`config.mk`:
```
export PLATFORM = sky130hd
export DESIGN_NAME = stc_ctrl
export DESIGN_NICKNAME = d
export VERILOG_FILES = /design/src/hw/rtl/stc_pkg.sv /design/src/hw/rtl/stc_ctrl.sv
export SDC_FILE = /design/constraint.sdc
export NUM_CORES = 1
export LEC_CHECK = 0
export ABC_AREA = 0
export BUFFER_PORTS_ARGS = -buffer_cell sky130_fd_sc_hd__buf_2
export CORE_AREA = 3 3 40 42
export CTS_BUF_LIST = sky130_fd_sc_hd__clkbuf_4
export DETAILED_ROUTE_END_ITERATION = 7
export DIE_AREA = 0 0 43 45
export PLACE_DENSITY_LB_ADDON = 0.25
export SYNTH_ARGS = -nofsm -noshare
export SYNTH_HDL_FRONTEND = slang
export SYNTH_SLANG_ARGS = --single-unit
```
`constraint.sdc`:
```
create_clock -name clk -period 2.6 [get_ports clk]
set_input_delay 0.26 -clock clk [delete_from_list [all_inputs] [get_ports clk]]
set_output_delay 0.26 -clock clk [all_outputs]
set_load 0.005 [all_outputs]
```
`src/hw/rtl/stc_pkg.sv`:
```
// Shared types and constants for the set-associative cache tag controller.
// No dependencies; used by every module of the block.
`default_nettype none

package stc_pkg;

    localparam int MAX_SETS_DEF   = 256;
    localparam int MAX_WAYS_DEF   = 8;
    localparam int ADDR_BITS_DEF  = 48;
    localparam int COUNT_BITS_DEF = 32;

    localparam int CLOCK_W  = 48;
    localparam int LFSR_W   = 16;
    localparam int WCNT_W   = 6;
    localparam int OUT_W    = 16;
    localparam int PADDR_W  = 5;
    localparam int PDATA_W  = 32;

    localparam logic [LFSR_W-1:0] LFSR_TAPS = 16'hB400;
    localparam logic [LFSR_W-1:0] LFSR_SEED = 16'h0001;

    localparam logic [2:0] REG_OFFSET_SHIFT  = 3'd0;
    localparam logic [2:0] REG_INDEX_WIDTH   = 3'd1;
    localparam logic [2:0] REG_WAYS_IN_USE   = 3'd2;
    localparam logic [2:0] REG_REPLACE_MODE  = 3'd3;
    localparam logic [2:0] REG_WT_MODE       = 3'd4;

    localparam logic [1:0] MODE_LRU  = 2'd0;
    localparam logic [1:0] MODE_FIFO = 2'd1;
    localparam logic [1:0] MODE_LFU  = 2'd2;
    localparam logic [1:0] MODE_RAND = 2'd3;

    typedef enum logic [2:0] {
        ST_CLEAR,
        ST_IDLE,
        ST_READ,
        ST_SCAN,
        ST_DECIDE,
        ST_MOD,
        ST_UPDATE
    } stc_state_t;

    typedef struct packed {
        logic [4:0] offset_shift;
        logic [3:0] index_width;
        logic [3:0] ways_in_use;
        logic [1:0] replace_mode;
        logic       wt_mode;
    } stc_cfg_t;

    typedef struct packed {
        logic clear_wr;
        logic accept;
        logic rd;
        logic scan;
        logic mod_start;
        logic mod_step;
        logic update;
    } stc_cmd_t;

    typedef struct packed {
        logic clear_last;
        logic scan_last;
        logic need_rand;
        logic mod_done;
        logic out_free;
    } stc_status_t;

endpackage

`default_nettype wire

```
`src/hw/rtl/stc_ctrl.sv`:
```
// Sequencing state machine: clearing pass, set read, way scan, random modulo, update.
// Depends on stc_pkg.
`default_nettype none

module stc_ctrl (
    input  wire logic                 clk,
    input  wire logic                 rst_n,
    input  wire logic                 s_tvalid,
    output logic                      s_tready,
    input  stc_pkg::stc_status_t      status,
    output stc_pkg::stc_cmd_t         cmd
);
    import stc_pkg::*;

    stc_state_t state_reg;
    stc_state_t state_next;

    always_ff @(posedge clk or negedge rst_n)
    begin
        if (!rst_n)
            state_reg <= ST_CLEAR;
        else
            state_reg <= state_next;
    end

    always_comb
    begin
        state_next = state_reg;
        unique case (state_reg)
            ST_CLEAR:  if (status.clear_last) state_next = ST_IDLE;
            ST_IDLE:   if (s_tvalid) state_next = ST_READ;
            ST_READ:   state_next = ST_SCAN;
            ST_SCAN:   if (status.scan_last) state_next = ST_DECIDE;
            ST_DECIDE: state_next = status.need_rand ? ST_MOD : ST_UPDATE;
            ST_MOD:    if (status.mod_done) state_next = ST_UPDATE;
            ST_UPDATE: if (status.out_free) state_next = ST_IDLE;
            default:   state_next = ST_CLEAR;
        endcase
    end

    always_comb
    begin
        cmd      = '0;
        s_tready = 1'b0;
        unique case (state_reg)
            ST_CLEAR:  cmd.clear_wr = 1'b1;
            ST_IDLE:
            begin
                s_tready   = 1'b1;
                cmd.accept = s_tvalid;
            end
            ST_READ:   cmd.rd = 1'b1;
            ST_SCAN:   cmd.scan = 1'b1;
            ST_DECIDE: cmd.mod_start = status.need_rand;
            ST_MOD:    cmd.mod_step = 1'b1;
            ST_UPDATE: cmd.update = status.out_free;
            default:   cmd = '0;
        endcase
    end

endmodule

`default_nettype wire

```
* Word-level counts from Yosys, hierarchy flattened *
Cells that the tools add are included.

word-level totals
  bits in registers = 3

cells by class
  reductions and logical operators = 2
  equal/unequal tests = 11
  mux-type cells = 15

operator list
  operator                                              count
  one-hot mux 3 bit (7 select lines)                    1
  2-to-1 mux 3 bit                                      5
  inequality test 2 bit (second input constant)         5
  equality test 3 bit (second input constant)           3
  2-to-1 mux 1 bit                                      8
  equality test 3 x 2 -> 1 bit (second input constant)  2
  AND reduction 5 bit                                   1
  equality test 3 x 1 -> 1 bit (second input constant)  1
  logical NOT 3 bit                                     1
  2-to-1 mux 2 bit                                      1

* Depth between registers and ports, before layout *
  depth after elaboration = 3
  mapped depth = 5
  depth with buffers taken out = 3

* Least setup slack after synthesis *
No wires, ideal clock.

  kind = register -> output
  start point = register state_reg[1]
  end point = output cmd[5] (netlist name)
  arrival time = 0.972 ns
  path buffers = 1
  cell stages (with the launch flop) = 5
  slack = 1.368 ns
  data required time = 2.340 ns
  cells stage by stage = dfrtp_1 -> buf_2 -> nor2b_1 -> nor2b_1 -> and2_1

RTL lines
  item                    RTL line        text
  from (decl)             stc_ctrl.sv:15  stc_state_t state_reg;
  from (signal assigned)  stc_ctrl.sv:23  state_reg <= state_next;
  to (decl)               stc_ctrl.sv:11  output stc_pkg::stc_cmd_t cmd

==> metrics.txt <==
max FFs per register 3; ANT cells 0; CP Launch Type flop; TritonCTS Sinks 3; CTS HTree Levels 1; CTS tree built; Port Buf Inserts 15; Fillers ~140; Core ar. about 1300 µm²; Finished Core Util a little under a third; DRC errors left 0; commonest non-fill, non-tap cell in the layout buf_2; cts bufs inserted 3; DRT Wirelength 703 µm; P per Cell Area between 1000 and 1500 nW/µm²; RSZ-0062 raised after global routing false; fin crit period around 1.7 ns; status finished clean; full die area 1940 µm²; #FFs+latches synth 3; peak supply drop about 0.30 mV; Die Y-Extent between 40 and 50 µm; Site Rows 13; vias per inst ~4.4; syn avg cell area between 8 and 9 µm²; Post-CTS Setup Inserts 0; Chip Width between 40 and 50 µm; routed vias approximately 280; most frequent cells in the layout 15 x buf_2, 4 x nor2b_1, 4 x clkbuf_4; max-slew violations 0; initial antenna violation count 0; Max-slew headroom 66.5%; clk_lat worst skew approximately 0.23 ns; CP required between 2 and 2.5 ns; cts repair resizes 0; Final #Nets 58; first-pass GRT wire length ~1100 µm; Post-Syn Instances 33; Top Ports 16; gp weighted congestion between 0.7 and 0.8; achievable frequency 0.594 GHz; number of max-cap violations 0; setup TNS 0 ns; initial core utilization around 22%; crit end category primary output; Routed Antenna Nets 0; drt pass-1 iters 3; DR iter-0 viols 4; sequential area share after synthesis between 20% and 30%; Slew @ Worst Pin between 0.5 and 0.6 ns; Syn-to-layout area delta 37.9%; synthesized cell area 284 µm²; Distinct cells, synth 20; HPWL Detailed between 500 and 600 µm; Worst Path Arrival between 1 and 1.5 ns; vias in the first global route approximately 250; leakage 0.203 nW; highest net fanout along the worst path 13; cell chosen for the clock root clkbuf_4; Clock Path Buffers 2; Clk pin slew, worst setup/hold paths 0.04 ns; Overall Global Routing Usage a little under 8%; final hold viol count 0; share of layout cells above drive strength 1 40.8%; GRT Residual Overflow 0; largest net degree at the start of global routing 17; Synth warnings 0; period utilization between 60% and 70%; final setup fails 0; clock skew about 0.0026 ns; per-cell routed wire length ~11 µm; Syn Nets 41; min-delay worst type input pin to flop; crit path kind flop to primary output
## Yosys cell counts
cell type / instances / area [µm²]
nor2_1: 1 / 3.75
o21ai_1: 1 / 5.00
dfrtp_1: 3 / 75.1
nor4bb_1: 2 / 20.0
nor4_1: 1 / 6.26
and4b_1: 1 / 10.0
a21o_1: 1 / 7.51
a22o_1: 1 / 8.76
inv_1: 1 / 3.75
nor3b_2: 1 / 12.5
buf_6: 1 / 11.3
o21ai_0: 3 / 15.0
and2_1: 2 / 12.5
nor2b_1: 4 / 25.0
a221oi_1: 1 / 8.76
a211o_1: 1 / 8.76
buf_2: 3 / 15.0
nor3_1: 2 / 10.0
a21oi_1: 1 / 5.00
mux2i_1: 2 / 20.0
## path summary, 6_finish.rpt
kind / slack [ns] / to / startpoint / cells past startpoint
setup / recovery: 0.92 / cmd[5] / state_reg[0] / 4
max in group asynchronous: 2.14 / state_reg[1] / rst_n / 2
min in group asynchronous: 0.35 / state_reg[0] / rst_n / 2
hold / removal: 0.30 / state_reg[2] / status[3] / 2
hold reg to reg: 0.69 / state_reg[1] / state_reg[1] / 2
setup reg to reg: 1.20 / state_reg[0] / state_reg[2] / 3
## final cells by class
class / instances / area, µm² / area share [%]
multi-input cells: 25 / 179 / 45.7
repair buffers: 16 / 85.1 / 21.7
flip-flops and latches: 3 / 75.1 / 19.2
clock buffers: 4 / 30.0 / 7.67
well taps: 15 / 18.8 / 4.79
inverters: 1 / 3.75 / 0.958
## repair_timing
action                                  in CTS  in global routing
hold buffers                                 1                  0
endpoints found under the hold margin        3                  0
endpoints found under the setup margin       0                  0
## power by group
part / total, W / switching, W / internal [W] / leakage (nW)
sequential: 0.000136 / 0.0000671 / 0.0000688 / 0.0369
combinational: 0.000193 / 0.0000788 / 0.000114 / 0.148
clock: 0.0000905 / 0.0000227 / 0.0000678 / 0.0184
## routing by layer
layer	wire (µm)	share of wire [%]	global-route usage, %
met1	357	51	9.18
met2	289	41	10.8
met3	56	8.0	2.79
met4	0	0	7.23
met5	0	0	0
## kinds of logic (layout without fill, tap and decap cells)
logic type / after synthesis / in the layout / synth area share [%]
buffers and inverters: 5 / 21 / 10.6
and+or+nand+nor: 14 / 14 / 35.2
muxes: 2 / 2 / 7.05
AOI/OAI and AO/OA: 9 / 9 / 20.7
DFF: 3 / 3 / 26.4
## critical path, cell delays in order (launching register included)
cell	delay (ns)
dfrtp_1	0.54
nor2b_1	0.26
nor2b_1	0.17
and2_1	0.13
buf_2	0.10
## per-stage QoR
stage / hold WS (ns) / total power, W / area, µm² / worst slack, ns / std cells
3_3_place_gp: 0.0577 / 0.000331 / 352 / 1.17 / 59
3_5_place_dp: 0.0566 / 0.000329 / 352 / 1.16 / 59
5_1_grt: 0.312 / 0.000451 / 392 / 0.786 / 64
4_1_cts: 0.298 / 0.000423 / 392 / 0.906 / 64
6_report: 0.303 / 0.000419 / 392 / 0.917 / 64
2_1_floorplan: -0.0356 / 0.000280 / 284 / 1.37 / 33
Power figures use the tool's default switching activity.
