## src/hw/rtl/stc_pkg.sv

```systemverilog
// Shared types and constants for the set-associative cache tag controller.
// No dependencies; used by every module of the block.
`default_nettype none

package stc_pkg;

    localparam int MAX_SETS_DEF   = 256;
    localparam int MAX_WAYS_DEF   = 8;
    localparam int ADDR_BITS_DEF  = 48;
    localparam int COUNT_BITS_DEF = 32;

    localparam int CLOCK_W  = 48;
    localparam int LFSR_W   = 16;
    localparam int WCNT_W   = 6;
    localparam int OUT_W    = 16;
    localparam int PADDR_W  = 5;
    localparam int PDATA_W  = 32;

    localparam logic [LFSR_W-1:0] LFSR_TAPS = 16'hB400;
    localparam logic [LFSR_W-1:0] LFSR_SEED = 16'h0001;

    localparam logic [2:0] REG_OFFSET_SHIFT  = 3'd0;
    localparam logic [2:0] REG_INDEX_WIDTH   = 3'd1;
    localparam logic [2:0] REG_WAYS_IN_USE   = 3'd2;
    localparam logic [2:0] REG_REPLACE_MODE  = 3'd3;
    localparam logic [2:0] REG_WT_MODE       = 3'd4;

    localparam logic [1:0] MODE_LRU  = 2'd0;
    localparam logic [1:0] MODE_FIFO = 2'd1;
    localparam logic [1:0] MODE_LFU  = 2'd2;
    localparam logic [1:0] MODE_RAND = 2'd3;

    typedef enum logic [2:0] {
        ST_CLEAR,
        ST_IDLE,
        ST_READ,
        ST_SCAN,
        ST_DECIDE,
        ST_MOD,
        ST_UPDATE
    } stc_state_t;

    typedef struct packed {
        logic [4:0] offset_shift;
        logic [3:0] index_width;
        logic [3:0] ways_in_use;
        logic [1:0] replace_mode;
        logic       wt_mode;
    } stc_cfg_t;

    typedef struct packed {
        logic clear_wr;
        logic accept;
        logic rd;
        logic scan;
        logic mod_start;
        logic mod_step;
        logic update;
    } stc_cmd_t;

    typedef struct packed {
        logic clear_last;
        logic scan_last;
        logic need_rand;
        logic mod_done;
        logic out_free;
    } stc_status_t;

endpackage

`default_nettype wire

```

## src/hw/rtl/stc_cfg.sv

```systemverilog
// APB register file for the cache tag controller configuration.
// Depends on stc_pkg.
`default_nettype none

module stc_cfg (
    input  wire logic                          clk,
    input  wire logic                          rst_n,
    input  wire logic                          psel,
    input  wire logic                          penable,
    input  wire logic                          pwrite,
    input  wire logic [stc_pkg::PADDR_W-1:0]   paddr,
    input  wire logic [stc_pkg::PDATA_W-1:0]   pwdata,
    output logic      [stc_pkg::PDATA_W-1:0]   prdata,
    output logic                               pready,
    output stc_pkg::stc_cfg_t                  cfg
);
    import stc_pkg::*;

    stc_cfg_t   cfg_reg;
    logic       wr_en;
    logic [2:0] reg_idx;

    assign pready  = 1'b1;
    assign wr_en   = psel & penable & pwrite;
    assign reg_idx = paddr[PADDR_W-1:2];
    assign cfg     = cfg_reg;

    always_ff @(posedge clk or negedge rst_n)
    begin
        if (!rst_n)
        begin
            cfg_reg.offset_shift  <= 5'd6;
            cfg_reg.index_width   <= 4'd8;
            cfg_reg.ways_in_use   <= 4'd8;
            cfg_reg.replace_mode  <= MODE_LRU;
            cfg_reg.wt_mode       <= 1'b0;
        end
        else if (wr_en)
        begin
            unique case (reg_idx)
                REG_OFFSET_SHIFT:  cfg_reg.offset_shift  <= pwdata[4:0];
                REG_INDEX_WIDTH:   cfg_reg.index_width   <= pwdata[3:0];
                REG_WAYS_IN_USE:   cfg_reg.ways_in_use   <= pwdata[3:0];
                REG_REPLACE_MODE:  cfg_reg.replace_mode  <= pwdata[1:0];
                REG_WT_MODE:       cfg_reg.wt_mode       <= pwdata[0];
                default:           ;
            endcase
        end
    end

    always_comb
    begin
        prdata = '0;
        unique case (reg_idx)
            REG_OFFSET_SHIFT:  prdata[4:0] = cfg_reg.offset_shift;
            REG_INDEX_WIDTH:   prdata[3:0] = cfg_reg.index_width;
            REG_WAYS_IN_USE:   prdata[3:0] = cfg_reg.ways_in_use;
            REG_REPLACE_MODE:  prdata[1:0] = cfg_reg.replace_mode;
            REG_WT_MODE:       prdata[0]   = cfg_reg.wt_mode;
            default:           prdata      = '0;
        endcase
    end

endmodule

`default_nettype wire

```

## config.mk

```make
export PLATFORM = sky130hd
export DESIGN_NAME = stc_cfg
export DESIGN_NICKNAME = d
export VERILOG_FILES = /design/src/hw/rtl/stc_pkg.sv /design/src/hw/rtl/stc_cfg.sv
export SDC_FILE = /design/constraint.sdc
export NUM_CORES = 1
export LEC_CHECK = 0
export BUFFER_PORTS_ARGS = -buffer_cell sky130_fd_sc_hd__buf_4
export CAP_MARGIN = 15
export CORE_MARGIN = 10
export CORE_UTILIZATION = 40
export DETAILED_ROUTE_END_ITERATION = 8
export PLACE_DENSITY_LB_ADDON = 0.08
export SYNTH_ARGS = -nofsm -noshare
export SYNTH_HDL_FRONTEND = slang
export SYNTH_SLANG_ARGS = --single-unit
```

## constraint.sdc

```tcl
create_clock -name clk -period 2.93 [get_ports clk]
set_clock_uncertainty 0.15 [all_clocks]
set_input_delay 0.586 -clock clk [delete_from_list [all_inputs] [get_ports clk]]
set_output_delay 0.586 -clock clk [all_outputs]
set_load 0.03 [all_outputs]
```

-- Yosys cells after proc, flatten, opt, wreduce, memory -nomap -nowiden
Cells that the tools add are included.
- bitwise operators: 2
- reduce and logical (&&, ||, !) cells: 6
- equality and inequality tests: 4
- multiplexer cells: 4
- operator list (cell ; number):
    $reduce_and 2->1 ; 5
    $eq 3x2->1 const B ; 2
    $pmux 2 s3 ; 1
    $pmux 1 s5 ; 1
    $pmux 1 s4 ; 1
    $eq 3x1->1 const B ; 1
    $eq 3x3->1 const B ; 1
    $logic_not 3->1 ; 1
    $and 1x1->1 ; 2
    $mux 1 ; 1
- input bits: 42
- register bits after elaboration: 16

-- Logic depth before layout (Yosys ltp)
Gate-level depths: netlist of run 1.
- depth after elaboration: 3
- mapped depth: 5
- mapped depth without buffers: 3

-- Worst setup path before layout of run 1
OpenSTA, ideal clock, no wires.
- path type: in2out
- start point: input paddr[2] (netlist bit)
- end point: output prdata[4] (netlist bit)
- path buffers: 1
- arrival time: 1862 ps
- slack: 332 ps
- data required time: 2194 ps
- cell stages on the path: 2
- cell sequence: clkbuf_1 -> nor4b_1
- word-level cells in the longest chain between the ends: 2
- ends and longest elaborated chain (item ; line ; source):
    from (decl) ; stc_cfg.sv:11 ; input wire logic [stc_pkg::PADDR_W-1:0] paddr,
    $logic_not 3->1 ; stc_cfg.sv:54 ; unique case (reg_idx)
    $mux 1 ; stc_cfg.sv:54 ;
    to (decl) ; stc_cfg.sv:13 ; output logic [stc_pkg::PDATA_W-1:0] prdata,
Every way passes these cells.

-- Worst setup path in the final report of run 1
- start point: input paddr[2] (netlist bit)
- end point: output prdata[1] (netlist bit)
- word-level cells in the longest chain between the ends: 2
- ends and longest elaborated chain (item ; line):
    $eq 3x2->1, or another cell as far along ; stc_cfg.sv:54
    $pmux 1 s4 * ; stc_cfg.sv:54
Every way passes the cells marked *; elsewhere a longest branch is shown, timed or not.

==> results.sh, run 1 <==
export IMPL_grt_pass1_vias=803
export IMPL_cts_setup_buffers=0
export IMPL_fin_nets=168
export IMPL_cts_tree="done"
export IMPL_cp_end_kind="output port"
export IMPL_numPortBuffers=33
export IMPL_largest_reg_flops=16
export IMPL_cts_buffers=3
export IMPL_dr_pass1_iters=4
export IMPL_setup_violations=0
export IMPL_die_h_um=71.8
export IMPL_holdCritPathClass="input pin to flip-flop"
export IMPL_synth_cell_types=29
export IMPL_synthTopCellsByArea="dfrtp_1 28%, buf_4 20%, mux2_2 12%, dfstp_2 9.8%, mux2_4 7.0%"
export IMPL_fp_dieArea_um2=5160
export IMPL_outcome="completed"
export IMPL_synth_top_area_frac=0.280
export IMPL_cp_data_required_time_ns=2.19
export IMPL_wl_per_cell_um=16.0
export IMPL_start_util=0.426
export IMPL_antenna_found_initial=0
export IMPL_ir_drop_v=0.000420
export IMPL_synthCells=93
export IMPL_whs_path_depth=2
export IMPL_synth_area_leader_cell="dfrtp_1"
export IMPL_tns_ns=0
export IMPL_post_route_period_util=0.798
export IMPL_p_leak_nw=0.654
export IMPL_drc=0
export IMPL_num_rows=18
export IMPL_worst_slack_ns=0.593
export IMPL_clkTransAtPathRegs_ns=0.10
export IMPL_ys_ff_latch=16
export IMPL_ios=91
export IMPL_clock_sinks=16
export IMPL_criticalPathCategory="input pin to output port"
export IMPL_dpl_hpwl_um=1980
export IMPL_r2r_cells=1
export IMPL_dp_slack_ns=0.594
export IMPL_cp_max_fo=13
export IMPL_holdCritStartpoint="pwdata[4]"
export IMPL_die_x_um=71.8
export IMPL_cts_root_buf="clkbuf_4"
export IMPL_n_antenna_cell=0
export IMPL_coreArea_um2=2520
export IMPL_num_vias=708
export IMPL_clock_fmax_mhz=428
export IMPL_syn_to_final_growth_pct=17.5
export IMPL_cts_resized=0
export IMPL_grtUsageTotal=0.0951
export IMPL_yosys_warnings=0
export IMPL_postLayoutCoreUtil=0.500
export IMPL_grt_max_degree=17
export IMPL_overflow=0
export IMPL_r2r_start="cfg[7]"
export IMPL_maxCapViolations=0
export IMPL_rr_endpoint="cfg[7]"
export IMPL_layout_min_cycle_time_ns=2.34
export IMPL_whs_endpoint="cfg[15]"
export IMPL_hold_viol=0
export IMPL_via_per_inst=4.57
export IMPL_clk_latency_ns=0.28
export IMPL_postSynthAreaPerCell_um2=11.5
export IMPL_rsz0062_at_grt="no"
export IMPL_startpoint_type="input pin"
export IMPL_ant_nets=0
export IMPL_gp_congestion=0.718
export IMPL_yosysSeqAreaShare=0.378
export IMPL_powerDensity_nw_per_um2=628
export IMPL_worstPathArrival_ns=1.60
export IMPL_drt_total_wl_um=2480
export IMPL_final_max_slew_violation_count=0
export IMPL_clock_path_buffers=2
export IMPL_drive_gt1_frac=0.504
export IMPL_syn_area_um2=1070
export IMPL_ff2ff_setup_slack_ns=2.00
export IMPL_drtIter0Drc=13
export IMPL_cts_htree_levels=1
export IMPL_grt_pass1_wl_um=4020
[report_power, final]
part           switching, mW  internal (mW)  total, mW
registers             0.0327          0.272      0.305
clock network         0.0680         0.0757      0.144
logic                  0.211          0.133      0.343
total                  0.311          0.480      0.792
[synthesized netlist by cell type, drive strengths merged]
library cell  instances
a21oi                 2
and2                  1
and2b                 1
and3                  1
and4b                 1
buf                  31
clkbuf                1
conb                  2
dfrtp                12
dfstp                 4
mux2                 16
mux2i                 3
mux4                  1
nand2                 3
nand3                 1
nand3b                1
nand4                 1
nand4b                1
nor2b                 1
nor3                  1
nor3b                 1
nor4b                 1
o21a                  2
o22ai                 1
or2                   2
or3                   1
[cell usage in the layout (no fill, tap or decap), drive strengths merged, types with 2 or more instances in the layout]
master and n:
buf 33, conb 28, mux2 16, dfrtp 12, dfstp 4, clkbuf 4, mux2i 3, nand2 3
or2 2, a21oi 2, o21a 2
[worst max-delay path, cell delays in order]
cell     delay [ns]
buf_4          0.17
mux4_2         0.50
and2b_1        0.18
buf_4          0.17
[metal layers]
layer,up-vias,routed length (µm),track usage
li1,328,-,-
met1,338,881,0.0990
met2,40,1200,0.152
met3,2,392,0.0744
met4,0,12,0.0129
met5,-,0,0
[worst max path at each step]
stage | start | to | cells past startpoint
final | paddr[2] | prdata[1] | 4
after global routing | paddr[2] | prdata[1] | 4
after CTS | paddr[2] | prdata[1] | 4
after detailed placement | paddr[2] | prdata[1] | 4
after global placement | paddr[2] | prdata[1] | 4
after floorplan | paddr[2] | prdata[4] | 2
[final cells by class]
cell class / count / area (µm²)
clock buffer: 4 / 36.3
fill: 256 / 1260
multi-input combinational: 71 / 524
sequential: 16 / 405
tap: 30 / 37.5
timing repair buffer: 34 / 258
[what timing repair did]
action,CTS,global route
hold buffers,1,0
endpoints found under the hold margin,12,0
endpoints found under the setup margin,0,0
[metrics by stage]
stage | total power [mW] | cells | area, µm² | hold slack [ns]
after floorplan | 0.563 | 119 | 1170 | 0.140
after global placement | 0.652 | 150 | 1210 | 0.311
after detailed placement | 0.654 | 150 | 1210 | 0.307
after CTS | 0.803 | 155 | 1260 | 0.365
after global routing | 0.842 | 155 | 1260 | 0.368
final | 0.792 | 155 | 1260 | 0.373
[cells by family (layout without fill, tap and decap cells)]
logic type,count (synthesis),after routing,synth area share
AO/OA/AOI/OAI,5,5,0.0291
buffers and inverters,32,38,0.225
flip-flops,16,16,0.378
multiplexers,20,20,0.234
other,2,28,0.00700
AND/OR/NAND/NOR,18,18,0.127
(Power assumes the default switching activity.)
==> run 2, diff against run 1 <==
--- a/config.mk
+++ b/config.mk
@@ -5,10 +5,11 @@
 export SDC_FILE = /design/constraint.sdc
 export NUM_CORES = 1
 export LEC_CHECK = 0
+export ABC_AREA = 1
 export BUFFER_PORTS_ARGS = -buffer_cell sky130_fd_sc_hd__buf_4
 export CAP_MARGIN = 15
 export CORE_MARGIN = 10
-export CORE_UTILIZATION = 40
+export CORE_UTILIZATION = 34
 export DETAILED_ROUTE_END_ITERATION = 8
 export PLACE_DENSITY_LB_ADDON = 0.08
 export SYNTH_ARGS = -nofsm -noshare
==> constraint.sdc (replaced) <==
create_clock -name clk -period 2.1 [get_ports clk]
set_clock_uncertainty 0.15 [all_clocks]
set_input_delay 0.42 -clock clk [delete_from_list [all_inputs] [get_ports clk]]
set_output_delay 0.42 -clock clk [all_outputs]
set_load 0.03 [all_outputs]
==> results.sh, run 2 <==
export IMPL_wl_met1_um=1030
export IMPL_ant_nets=0
export IMPL_num_vias=841
export IMPL_fp_dieArea_um2=5660
export IMPL_drtIter0Drc=20
export IMPL_p_total_mw=1.09
export IMPL_startpoint_type="flip-flop"
export IMPL_drive_gt1_frac=0.319
export IMPL_syn_area_um2=1040
export IMPL_r2r_start="cfg[12]"
export IMPL_synth_cell_types=20
export IMPL_die_h_um=75.3
export IMPL_hold_buffers=1
export IMPL_postSynthAreaPerCell_um2=7.99
export IMPL_crit_path_end="prdata[1]"
export IMPL_synth_edff_count=0
export IMPL_hold_viol=0
export IMPL_maxCapViolations=0
export IMPL_grtUsageTotal=0.0889
export IMPL_start_util=0.367
export IMPL_worst_slack_ns=0.225
export IMPL_num_rows=19
export IMPL_cts_htree_levels=1
export IMPL_clk_latency_ns=0.29
export IMPL_synthTopCellsByArea="dfrtp_1 29%, buf_4 20%, dfstp_2 10%, nand2_1 9.8%, o21ai_1 5.8%"
export IMPL_p_leak_nw=0.720
export IMPL_die_x_um=75.3
export IMPL_top_layer_used="met4"
export IMPL_synth_ff_type="dfrtp_1"
export IMPL_grt_pass1_wl_um=3870
export IMPL_fin_nets=209
export IMPL_final_cell_mix="33 x buf_4, 28 x conb_1, 27 x nand2_1, 13 x inv_1"
export IMPL_yosys_warnings=0
export IMPL_cts_buffers=3
export IMPL_post_route_period_util=0.893
export IMPL_final_max_slew_violation_count=0
export IMPL_grt_max_degree=17
export IMPL_dpl_hpwl_um=2220
export IMPL_ff2ff_setup_slack_ns=1.18
export IMPL_cp_data_required_time_ns=1.53
export IMPL_drt_total_wl_um=2650
export IMPL_via_per_inst=4.27
export IMPL_overflow=0
export IMPL_ios=91
export IMPL_cts_root_buf="clkbuf_4"
export IMPL_synthCells=130
export IMPL_worstPathArrival_ns=1.31
export IMPL_wl_per_cell_um=13.4
export IMPL_synth_most_common_cell="buf_4"
export IMPL_criticalPathCategory="flip-flop to output port"
export IMPL_cp_max_fo=3
export IMPL_cts_setup_buffers=0
export IMPL_gp_congestion=0.778
export IMPL_cts_tree="done"
export IMPL_ys_ff_latch=16
export IMPL_clkTransAtPathRegs_ns=0.11
export IMPL_drc=0
export IMPL_coreArea_um2=2830
export IMPL_numPortBuffers=33
export IMPL_clock_fmax_mhz=533
export IMPL_wl_met2_um=1260
export IMPL_layout_min_cycle_time_ns=1.88
export IMPL_synth_area_leader_cell="dfrtp_1"
export IMPL_powerDensity_nw_per_um2=862
export IMPL_postLayoutCoreUtil=0.445
export IMPL_rsz0062_at_grt="no"
export IMPL_antenna_found_initial=0
export IMPL_n_antenna_cell=0
export IMPL_yosysSeqAreaShare=0.390
export IMPL_final_common_cell="buf_4"
export IMPL_ys_async_sr_fraction=1.00
export IMPL_dp_slack_ns=0.221
export IMPL_clock_path_buffers=2
export IMPL_syn_to_final_growth_pct=21.2
export IMPL_clock_sinks=16
export IMPL_setup_violations=0
export IMPL_synth_top_area_frac=0.289
export IMPL_cp_end_kind="output port"
export IMPL_holdCritPathClass="input pin to flip-flop"
export IMPL_grt_pass1_vias=812
export IMPL_synth_top_cells_by_count="28 x buf_4, 27 x nand2_1, 13 x inv_1"
export IMPL_tns_ns=0
export IMPL_largest_reg_flops=16
export IMPL_outcome="completed"
export IMPL_cts_resized=0
export IMPL_route_met3_wl_um=350
export IMPL_dr_pass1_iters=4
export IMPL_cp_startpoint="cfg[12]"
export IMPL_ir_drop_v=0.000391
export IMPL_rr_endpoint="cfg[12]"
export IMPL_r2r_cells=2
-- run 2: cell count changes in the layout (fill, tap and decap cells not counted), moves of 4 or more --
cell     change
nand2_1     +24
nor2_1       +4
o21ai_1     +12
o21ai_0      +4
inv_1       +13
mux2_2      -11
nand3_1      +8
mux2_4       -5
-- run 2: worst min-delay path by stage --
| stage | startpoint | endpoint | depth (start not counted) |
|---|---|---|---|
| 2_1_floorplan | rst_n | cfg[0] | 0 |
| 3_3_place_gp | rst_n | cfg[2] | 1 |
| 3_5_place_dp | rst_n | cfg[2] | 1 |
| 4_1_cts | pwdata[1] | cfg[2] | 3 |
| 5_1_grt | pwdata[0] | cfg[1] | 3 |
| 6_report | pwdata[1] | cfg[2] | 3 |
-- run 2: where the power goes --
part / leakage (nW) / internal [mW] / switching, mW
sequential: 0.194 / 0.378 / 0.0482
combinational: 0.505 / 0.139 / 0.308
clock: 0.0210 / 0.106 / 0.107
-- run 2: logic make-up after synthesis --
kind of cell	Yosys count	share of synthesized area
buffers and inverters	44	0.260
AND/OR/NAND/NOR	50	0.252
flip-flops	16	0.390
other	2	0.00723
AO/OA/AOI/OAI	18	0.0904
-- run 2: per-layer routing --
| layer | vias to the layer above | track usage |
|---|---|---|
| met5 | - | 0 |
| met4 | 0 | 0.0247 |
| met3 | 2 | 0.0302 |
| met2 | 38 | 0.151 |
| met1 | 376 | 0.104 |
| li1 | 425 | - |
-- run 2: worst max-delay path: stages, from the launching register on --
cell and delay (ns):
dfstp_2 0.57, nand3_1 0.07, o21ai_0 0.09, inv_1 0.06
nand2_1 0.07, buf_4 0.15
-- run 2: stage by stage --
| stage | cells | area, µm² | hold slack [ns] |
|---|---|---|---|
| floorplan | 156 | 1140 | -0.0256 |
| global placement | 192 | 1210 | 0.149 |
| detailed placement | 192 | 1210 | 0.144 |
| CTS | 197 | 1260 | 0.189 |
| global route | 197 | 1260 | 0.201 |
| finish | 197 | 1260 | 0.194 |
-- run 2: area by class of cell --
| type | instances | area [µm²] |
|---|---|---|
| multi-input combinational | 96 | 460 |
| inverter | 16 | 60.1 |
| timing repair buffer | 34 | 258 |
| clock buffer | 4 | 36.3 |
| sequential | 16 | 405 |
| fill | 303 | 1570 |
| tap | 31 | 38.8 |
